**src/rtl/encvel_pkg.sv**
```systemverilog
`timescale 1ns / 1ps
`default_nettype none
// ----------------------------------------------------------------------------
// encvel_pkg
// shared types and constants of the two-channel encoder speed meter
// ----------------------------------------------------------------------------
package encvel_pkg;

  // operation codes of an input beat
  localparam logic OP_SAMPLE = 1'b1;

  // configuration register indexes
  localparam int unsigned CFG_IDX_W = 2;
  localparam logic [CFG_IDX_W-1:0] CFG_COUNTS_PER_REV    = 2'd0;
  localparam logic [CFG_IDX_W-1:0] CFG_FILTER_POLE       = 2'd1;
  localparam logic [CFG_IDX_W-1:0] CFG_FILTER_INPUT_GAIN = 2'd2;
  localparam int unsigned CFG_DATA_W = 16;

  // configuration reset values
  localparam logic [15:0] CPR_RESET  = 16'd1020;
  localparam logic [14:0] POLE_RESET = 15'd27984;
  localparam logic [14:0] GAIN_RESET = 15'd2385;

  localparam int unsigned TIME_W = 32;
  localparam int unsigned CPR_W  = 16;
  localparam int unsigned COEF_W = 15;
  localparam int unsigned DEN_W  = TIME_W + CPR_W;

  // 60 s * 1e6 us * 256 (q.8) = 234375 * 2^16
  localparam int unsigned SCALE_BITS  = 18;
  localparam int unsigned SCALE_IDX_W = 5;
  localparam int unsigned SCALE_SHIFT = 16;
  localparam logic [SCALE_BITS-1:0] SCALE_MULT = 18'd234375;

  // filter rounding: half of 2^15
  localparam int unsigned FILT_SHIFT = 15;
  localparam int unsigned FILT_ROUND = 16384;

  typedef enum logic [8:0] {
    ST_IDLE = 9'b000000001,
    ST_DEN  = 9'b000000010,
    ST_MAG  = 9'b000000100,
    ST_MUL  = 9'b000001000,
    ST_DIV  = 9'b000010000,
    ST_RAW  = 9'b000100000,
    ST_FILT = 9'b001000000,
    ST_FWB  = 9'b010000000,
    ST_DONE = 9'b100000000
  } state_e;

endpackage
`default_nettype wire

```
**src/rtl/encoder_velocity_estimator_unit.sv**
```systemverilog
`timescale 1ns / 1ps
`default_nettype none
// ----------------------------------------------------------------------------
// encoder_velocity_estimator_unit
// two-channel quadrature speed meter: position counters, scaled speed by
// restoring division and a first-order iir low-pass per channel
// ----------------------------------------------------------------------------
// sequence: an edge beat updates its position counter as it is taken; a sample beat
//   registers the timestamp and forms the denominator, then per channel the magnitude,
//   18 shift-add steps of the scale multiply, SPEED_WIDTH+1 steps of the shared
//   subtractor, the filter mac steps and the write-back, then the output register
// input: one edge per cycle while idle; no beat is taken until a sample's result
//   is in the output register, later while a held result beat keeps it full
// reset: counters, filter state and timestamp clear; registers take defaults
// ----------------------------------------------------------------------------
module encoder_velocity_estimator_unit #(
  parameter int unsigned COUNT_WIDTH = 32,
  parameter int unsigned SPEED_WIDTH = 24
) (
  input  wire                                 clk_i,
  input  wire                                 rst_ni,
  // configuration write port
  input  wire                                 cfg_we_i,
  input  wire  [encvel_pkg::CFG_IDX_W-1:0]    cfg_index_i,
  input  wire  [encvel_pkg::CFG_DATA_W-1:0]   cfg_data_i,
  // input channel
  input  wire                                 in_valid_i,
  output logic                                in_stall_o,
  input  wire                                 operation_i,
  input  wire                                 channel_i,
  input  wire                                 b_level_i,
  input  wire  [encvel_pkg::TIME_W-1:0]       time_us_i,
  // result channel
  output logic                                out_valid_o,
  input  wire                                 out_stall_i,
  output logic signed [SPEED_WIDTH-1:0]       speed_first_o,
  output logic signed [SPEED_WIDTH-1:0]       speed_second_o,
  output logic                                zero_interval_o
);
  import encvel_pkg::*;

  localparam int unsigned CW    = COUNT_WIDTH;
  localparam int unsigned SW    = SPEED_WIDTH;
  // numerator is mag * 234375 * 2^16
  localparam int unsigned NUM_W = CW + SCALE_BITS + SCALE_SHIFT;
  // divisor starts at den << SW
  localparam int unsigned DV_W  = DEN_W + SW;
  localparam int unsigned REM_W = (NUM_W > DV_W) ? NUM_W : DV_W;
  localparam int unsigned CNT_MAX = (SW > SCALE_BITS) ? SW : SCALE_BITS;
  localparam int unsigned CNT_W = $clog2(CNT_MAX + 1);
  localparam int unsigned ACC_W = SW + 18;
  localparam int unsigned PROD_W = SW + 16;

  // quotient threshold 2^(SW-1), as a SW+1 bit value
  localparam logic [SW:0] HALF_Q = {2'b01, {(SW-1){1'b0}}};
  localparam logic signed [SW-1:0] RAW_MAX = {1'b0, {(SW-1){1'b1}}};
  localparam logic signed [SW-1:0] RAW_MIN = {1'b1, {(SW-1){1'b0}}};
  localparam logic signed [ACC_W-1:0] SAT_HI = {{19{1'b0}}, {(SW-1){1'b1}}};
  localparam logic signed [ACC_W-1:0] SAT_LO = {{19{1'b1}}, {(SW-1){1'b0}}};

  // configuration registers
  logic [CPR_W-1:0]  cpr_q;
  logic [COEF_W-1:0] pole_q;
  logic [COEF_W-1:0] gain_q;

  // control and architectural state
  state_e               state_q, state_d;
  logic                 out_valid_q, out_valid_d;
  logic                 ch_q, ch_d;
  logic [CW-1:0]        pos_q [2];
  logic [CW-1:0]        pos_d [2];
  logic [CW-1:0]        samp_q [2];
  logic [CW-1:0]        samp_d [2];
  logic signed [SW-1:0] filt_q [2];
  logic signed [SW-1:0] filt_d [2];
  logic signed [SW-1:0] prev_q [2];
  logic signed [SW-1:0] prev_d [2];
  logic [TIME_W-1:0]    last_time_q, last_time_d;

  // datapath registers
  logic [TIME_W-1:0]     time_q, time_d;
  logic                  zero_q, zero_d;
  logic [DEN_W-1:0]      den_q, den_d;
  logic                  neg_q, neg_d;
  logic [CW-1:0]         mag_q, mag_d;
  logic [REM_W-1:0]      rem_q, rem_d;
  logic [REM_W-1:0]      dv_q, dv_d;
  logic [SW:0]           quo_q, quo_d;
  logic signed [SW-1:0]  raw_q, raw_d;
  logic signed [PROD_W-1:0] prod_q, prod_d;
  logic signed [ACC_W-1:0]  acc_q, acc_d;
  logic [CNT_W-1:0]      cnt_q, cnt_d;
  logic signed [SW-1:0]  spd0_q, spd0_d;
  logic signed [SW-1:0]  spd1_q, spd1_d;
  logic                  zflag_q, zflag_d;

  logic                  in_take;

  assign in_stall_o      = (state_q != ST_IDLE);
  assign in_take         = in_valid_i && !in_stall_o;
  assign out_valid_o     = out_valid_q;
  assign speed_first_o   = spd0_q;
  assign speed_second_o  = spd1_q;
  assign zero_interval_o = zflag_q;

  always_comb begin
    logic [TIME_W-1:0]       dt;
    logic [CPR_W-1:0]        cpr_eff;
    logic [CW-1:0]           delta;
    logic [REM_W-1:0]        mul_sum;
    logic [REM_W:0]          diff;
    logic                    ge;
    logic signed [SW-1:0]    mul_a;
    logic signed [15:0]      mul_b;
    logic signed [ACC_W-1:0] sh;
    logic signed [SW-1:0]    y;

    state_d     = state_q;
    out_valid_d = out_valid_q;
    ch_d        = ch_q;
    pos_d       = pos_q;
    samp_d      = samp_q;
    filt_d      = filt_q;
    prev_d      = prev_q;
    last_time_d = last_time_q;
    time_d      = time_q;
    zero_d      = zero_q;
    den_d       = den_q;
    neg_d       = neg_q;
    mag_d       = mag_q;
    rem_d       = rem_q;
    dv_d        = dv_q;
    quo_d       = quo_q;
    raw_d       = raw_q;
    prod_d      = prod_q;
    acc_d       = acc_q;
    cnt_d       = cnt_q;
    spd0_d      = spd0_q;
    spd1_d      = spd1_q;
    zflag_d     = zflag_q;

    dt      = time_q - last_time_q;
    cpr_eff = (cpr_q == '0) ? CPR_W'(1) : cpr_q;
    delta   = pos_q[ch_q] - samp_q[ch_q];
    mul_sum = (rem_q << 1) + (SCALE_MULT[cnt_q[SCALE_IDX_W-1:0]] ? REM_W'(mag_q) : '0);
    diff    = {1'b0, rem_q} - {1'b0, dv_q};
    ge      = !diff[REM_W];
    sh      = acc_q >>> FILT_SHIFT;

    // operand select of the shared filter multiplier
    unique case (cnt_q[1:0])
      2'd0: begin
        mul_a = filt_q[ch_q];
        mul_b = $signed({1'b0, pole_q});
      end
      2'd1: begin
        mul_a = raw_q;
        mul_b = $signed({1'b0, gain_q});
      end
      default: begin
        mul_a = prev_q[ch_q];
        mul_b = $signed({1'b0, gain_q});
      end
    endcase

    // saturate the rounded filter output
    if (sh > SAT_HI) begin
      y = RAW_MAX;
    end else if (sh < SAT_LO) begin
      y = RAW_MIN;
    end else begin
      y = sh[SW-1:0];
    end

    // result leaves the output register
    if (out_valid_q && !out_stall_i) begin
      out_valid_d = 1'b0;
    end

    unique case (state_q)
      ST_IDLE: begin
        if (in_take) begin
          if (operation_i == OP_SAMPLE) begin
            time_d  = time_us_i;
            state_d = ST_DEN;
          end else if (b_level_i) begin
            pos_d[channel_i] = pos_q[channel_i] - CW'(1);
          end else begin
            pos_d[channel_i] = pos_q[channel_i] + CW'(1);
          end
        end
      end
      ST_DEN: begin
        zero_d  = (dt == '0);
        den_d   = dt * cpr_eff;
        ch_d    = 1'b0;
        state_d = ST_MAG;
      end
      ST_MAG: begin
        neg_d   = delta[CW-1];
        mag_d   = delta[CW-1] ? (~delta + CW'(1)) : delta;
        rem_d   = '0;
        cnt_d   = CNT_W'(SCALE_BITS - 1);
        state_d = ST_MUL;
      end
      ST_MUL: begin
        // msb-first shift-add by the scale constant
        if (cnt_q == '0) begin
          rem_d   = mul_sum << SCALE_SHIFT;
          dv_d    = REM_W'(den_q) << SW;
          quo_d   = '0;
          cnt_d   = CNT_W'(SW);
          state_d = ST_DIV;
        end else begin
          rem_d = mul_sum;
          cnt_d = cnt_q - CNT_W'(1);
        end
      end
      ST_DIV: begin
        // restoring division, one quotient bit per cycle
        if (ge) begin
          rem_d = diff[REM_W-1:0];
        end
        quo_d = {quo_q[SW-1:0], ge};
        dv_d  = dv_q >> 1;
        if (cnt_q == '0) begin
          state_d = ST_RAW;
        end else begin
          cnt_d = cnt_q - CNT_W'(1);
        end
      end
      ST_RAW: begin
        if (zero_q) begin
          raw_d = '0;
        end else if (neg_q) begin
          raw_d = (quo_q >= HALF_Q) ? RAW_MIN : $signed(~quo_q[SW-1:0] + SW'(1));
        end else begin
          raw_d = (quo_q >= HALF_Q) ? RAW_MAX : $signed(quo_q[SW-1:0]);
        end
        acc_d   = ACC_W'(FILT_ROUND);
        cnt_d   = '0;
        state_d = ST_FILT;
      end
      ST_FILT: begin
        // product of term k registered, added in the next cycle unless it is the last term
        prod_d = mul_a * mul_b;
        if (cnt_q != '0) begin
          acc_d = acc_q + ACC_W'(prod_q);
        end
        if (cnt_q == CNT_W'(3)) begin
          state_d = ST_FWB;
        end else begin
          cnt_d = cnt_q + CNT_W'(1);
        end
      end
      ST_FWB: begin
        filt_d[ch_q] = y;
        prev_d[ch_q] = raw_q;
        samp_d[ch_q] = pos_q[ch_q];
        if (!ch_q) begin
          ch_d    = 1'b1;
          state_d = ST_MAG;
        end else begin
          last_time_d = time_q;
          state_d     = ST_DONE;
        end
      end
      ST_DONE: begin
        // wait for a free output register
        if (!out_valid_q || !out_stall_i) begin
          out_valid_d = 1'b1;
          spd0_d      = filt_q[0];
          spd1_d      = filt_q[1];
          zflag_d     = zero_q;
          state_d     = ST_IDLE;
        end
      end
      default: begin
        state_d = ST_IDLE;
      end
    endcase
  end

  // control state and configuration
  always_ff @(posedge clk_i or negedge rst_ni) begin
    if (!rst_ni) begin
      state_q     <= ST_IDLE;
      out_valid_q <= 1'b0;
      ch_q        <= 1'b0;
      pos_q       <= '{default: '0};
      samp_q      <= '{default: '0};
      filt_q      <= '{default: '0};
      prev_q      <= '{default: '0};
      last_time_q <= '0;
      cpr_q       <= CPR_RESET;
      pole_q      <= POLE_RESET;
      gain_q      <= GAIN_RESET;
    end else begin
      state_q     <= state_d;
      out_valid_q <= out_valid_d;
      ch_q        <= ch_d;
      pos_q       <= pos_d;
      samp_q      <= samp_d;
      filt_q      <= filt_d;
      prev_q      <= prev_d;
      last_time_q <= last_time_d;
      if (cfg_we_i) begin
        unique case (cfg_index_i)
          CFG_COUNTS_PER_REV:    cpr_q  <= cfg_data_i;
          CFG_FILTER_POLE:       pole_q <= cfg_data_i[COEF_W-1:0];
          CFG_FILTER_INPUT_GAIN: gain_q <= cfg_data_i[COEF_W-1:0];
          default: begin
          end
        endcase
      end
    end
  end

  // datapath, no reset needed
  always_ff @(posedge clk_i) begin
    time_q  <= time_d;
    zero_q  <= zero_d;
    den_q   <= den_d;
    neg_q   <= neg_d;
    mag_q   <= mag_d;
    rem_q   <= rem_d;
    dv_q    <= dv_d;
    quo_q   <= quo_d;
    raw_q   <= raw_d;
    prod_q  <= prod_d;
    acc_q   <= acc_d;
    cnt_q   <= cnt_d;
    spd0_q  <= spd0_d;
    spd1_q  <= spd1_d;
    zflag_q <= zflag_d;
  end

endmodule
`default_nettype wire

```
**config.mk**
```make
export PLATFORM = sky130hd
export DESIGN_NAME = encoder_velocity_estimator_unit
export DESIGN_NICKNAME = d
export VERILOG_FILES = /design/src/rtl/encvel_pkg.sv /design/src/rtl/encoder_velocity_estimator_unit.sv
export SDC_FILE = /design/constraint.sdc
export NUM_CORES = 2
export LEC_CHECK = 0
export BUFFER_PORTS_ARGS = -buffer_cell sky130_fd_sc_hd__clkbuf_2
export CAP_MARGIN = 40
export CELL_PAD_IN_SITES_DETAIL_PLACEMENT = 1
export CELL_PAD_IN_SITES_GLOBAL_PLACEMENT = 1
export CORE_MARGIN = 4
export CORE_UTILIZATION = 55
export DETAILED_ROUTE_END_ITERATION = 7
export PLACE_DENSITY_LB_ADDON = 0.15
export SETUP_SLACK_MARGIN = 0.15
export SLEW_MARGIN = 20
export SYNTH_ARGS = -nofsm -noshare
export SYNTH_HDL_FRONTEND = slang
export SYNTH_SLANG_ARGS = --single-unit
export TNS_END_PERCENT = 100
```
**constraint.sdc**
```tcl
create_clock -name clk_i -period 19.2 [get_ports clk_i]
set_clock_uncertainty 0.05 [all_clocks]
set_input_delay 3.84 -clock clk_i [delete_from_list [all_inputs] [get_ports clk_i]]
set_output_delay 3.84 -clock clk_i [all_outputs]
set_load 0.02 [all_outputs]
```
==> results.json <==
{
  "status": "finished, final reports clean",
  "fin_hold_ws_ns": 0.382,
  "clk_path_buf_depth": 3,
  "min_path_cells": 0,
  "drive_gt1_share_pct": 8.81,
  "utilization_pct": 59.8,
  "syn_to_final_growth_pct": 8.13,
  "start_util_pct": 55.3,
  "dieArea_sq_um": 138000,
  "htree_levels": 3,
  "finalSetupTns_ns": 0,
  "synth_warnings": 0,
  "ant_nets": 0,
  "vias": 57100,
  "grt_use_total_pct": 31.9,
  "regToRegStartpoint": "time_q[0]",
  "clock-root-buffer": "clkbuf_16",
  "path_common_cell": "fa_1",
  "post_cts_buffers": 0,
  "clkTransAtPathRegs_ns": 0.06,
  "ff2ff_path_depth": 36,
  "insertion_delay_ns": 0.72,
  "ys.flop_type": "edfxtp_1",
  "crit_buf_inv": 5,
  "drc_errors": 0,
  "min_from": "filt_q[12]",
  "syn_inst": 7631,
  "synth_area_per_cell_sq_um": 9.52,
  "synth_enable_flop_cells": 443,
  "drv_cap": 0,
  "async_flop_share_pct": 41.3,
  "pin_count": 109,
  "die_height_um": 371,
  "cts_resized": 0,
  "fin_area_sq_um": 78500,
  "fp.coreArea_sq_um": 131000,
  "hold_end": "speed_second_o[12]",
  "worstPathRequired_ns": 19.59,
  "gp_congestion": 0.907,
  "postCtsHoldBufs": 0,
  "dr.pass1.iters": 5,
  "ys_seq_area_share_pct": 29.2,
  "antenna_cells": 0,
  "clock.fmax_mhz": 98.6,
  "wl_per_cell_um": 23.3,
  "num_rows": 133,
  "cp.arrival_ns": 10.53,
  "hold_path_class": "reg2reg",
  "die_w_um": 371,
  "most-common-layout-cells": "1110 x nand2_1, 996 x inv_1, 772 x fa_1",
  "drv_slew": 0,
  "hold_viol": 0,
  "cts_inserted_buffers": 86,
  "max_slew_margin_pct": 37.3,
  "grt-ovfl-total": 0,
  "layout.nets": 8895,
  "worst_slew_pin_slew_ns": 0.940,
  "endpoint_kind": "flop",
  "fin_crit_sh_pct": 52.8,
  "max_stage_delay_ns": 0.68,
  "syn-num-nets": 8895,
  "synth-seq-cells": 757,
  "r2r_end": "den_q[46]",
  "grt_pass1_vias": 62300,
  "wl_mm": 221,
  "io_buffers": 108,
  "cp-start-kind": "flop",
  "placed_cell_area_sq_um": 75300,
  "cts_tree": "built",
  "final_common_cell": "nand2_1",
  "ys_types": 79,
  "setup_viol": 0,
  "grt_pass1_wl_mm": 347,
  "syn_area_sq_um": 72600,
  "period_needed_ns": 10.14,
  "grt_max_degree": 111,
  "drt_iter0_markers": 4164,
  "crit_family": "adder cells",
  "cpMaxStageDelayCell": "or4b_2",
  "r2r_slack_ns": 9.06,
  "rsz0062_at_grt": "false",
  "cts_sinks": 757,
  "grt_antenna_before_repair": 2,
  "critPathLaunch": "time_q[0]",
  "dp_hpwl_mm": 166,
  "routed_via_density": 6.03,
  "path_max_fanout": 17,
  "critPathKind": "reg2reg"
}
==> registers in the layout, summed over array words and instances, names as in the netlist, 5 cells and up, named ones only <==
register        flops
acc_q              42
state_q             9
prev_q             48
time_q             32
filt_q             48
cnt_q               5
samp_q             64
mag_q              32
raw_q              24
pos_q              64
den_q              48
gain_q             15
quo_q              25
pole_q             15
speed_second_o     24
last_time_q        32
rem_q              72
speed_first_o      24
cpr_q              16
dv_q               72
prod_q             40
==> worst max-delay path by stage <==
stage	to	slack [ns]	depth (start not counted)
finish	den_q[46]	9.06	36
CTS	den_q[46]	9.06	36
global placement	den_q[46]	9.36	36
global route	den_q[46]	8.37	36
floorplan	den_q[46]	10.05	34
detailed placement	den_q[46]	9.11	36
==> layout make-up <==
type,count,area [sq um]
Clock inverter,38,617
Fill cell,14600,52800
Clock buffer,122,2460
Timing Repair Buffer,223,1610
Sequential cell,757,21200
Inverter,998,3750
Multi-Input combinational cell,5565,46700
Tap cell,1755,2200
==> cell families after synthesis <==
kind of cell             share of synthesized area [%]
AND/OR/NAND/NOR                                   15.4
buffers and inverters                             6.77
AO/OA/AOI/OAI                                     10.4
adder cells (fa/ha/maj)                           28.8
flip-flops                                        29.2
XOR/XNOR                                          4.50
multiplexers                                      4.90
==> cell usage after synthesis (17+ instances only) <==
library cell     n  share of area [%]
or3_1           33               0.28
fa_1           773                 21
nor2_1         490                2.5
o22ai_1         38               0.33
ha_1           433                7.5
clkbuf_1       292                1.5
o31ai_1         22               0.23
o22a_1          23               0.28
and2_1         246                2.1
nand3_1        106               0.73
nand4_1         49               0.42
a211oi_1        26               0.27
buf_1           17              0.088
o21ai_0        330                2.3
or2_2           17               0.15
nor4_1          19               0.16
a31oi_1         29               0.25
xnor2_1        228                2.8
nor2b_1         84               0.72
and3_1          84               0.72
mux2i_1         88                1.2
o21bai_1        42               0.43
mux2_2         238                3.7
inv_1          998                5.2
nand2_1       1113                5.8
o221ai_1        21               0.25
dfrtp_1        292                 10
dfstp_2         21               0.76
nand2b_1        64               0.55
o21a_1          38               0.39
edfxtp_1       443                 18
a21o_1         154                1.6
xor2_1         145                1.7
a21oi_1        347                2.4
nor3_1          71               0.49
==> per-stage QoR <==
step / worst slack (ns) / instances
6_report: 9.06 / 9458
2_1_floorplan: 10.05 / 7631
4_1_cts: 9.06 / 9447
3_3_place_gp: 9.36 / 9272
5_1_grt: 8.37 / 9458
3_5_place_dp: 9.11 / 9287
==> routing by layer <==
layer	vias to the layer above	track usage [%]	share of wire (%)
met4	2	9.02	2.8
met2	1929	54.0	49
met5	-	0	0.0036
met3	413	4.20	6.4
li1	25200	-	-
met1	29600	43.4	42
Power is left out: the tool's default activity adds up to more than one toggle a clock period on the data nets, which glitch-free logic cannot reach.
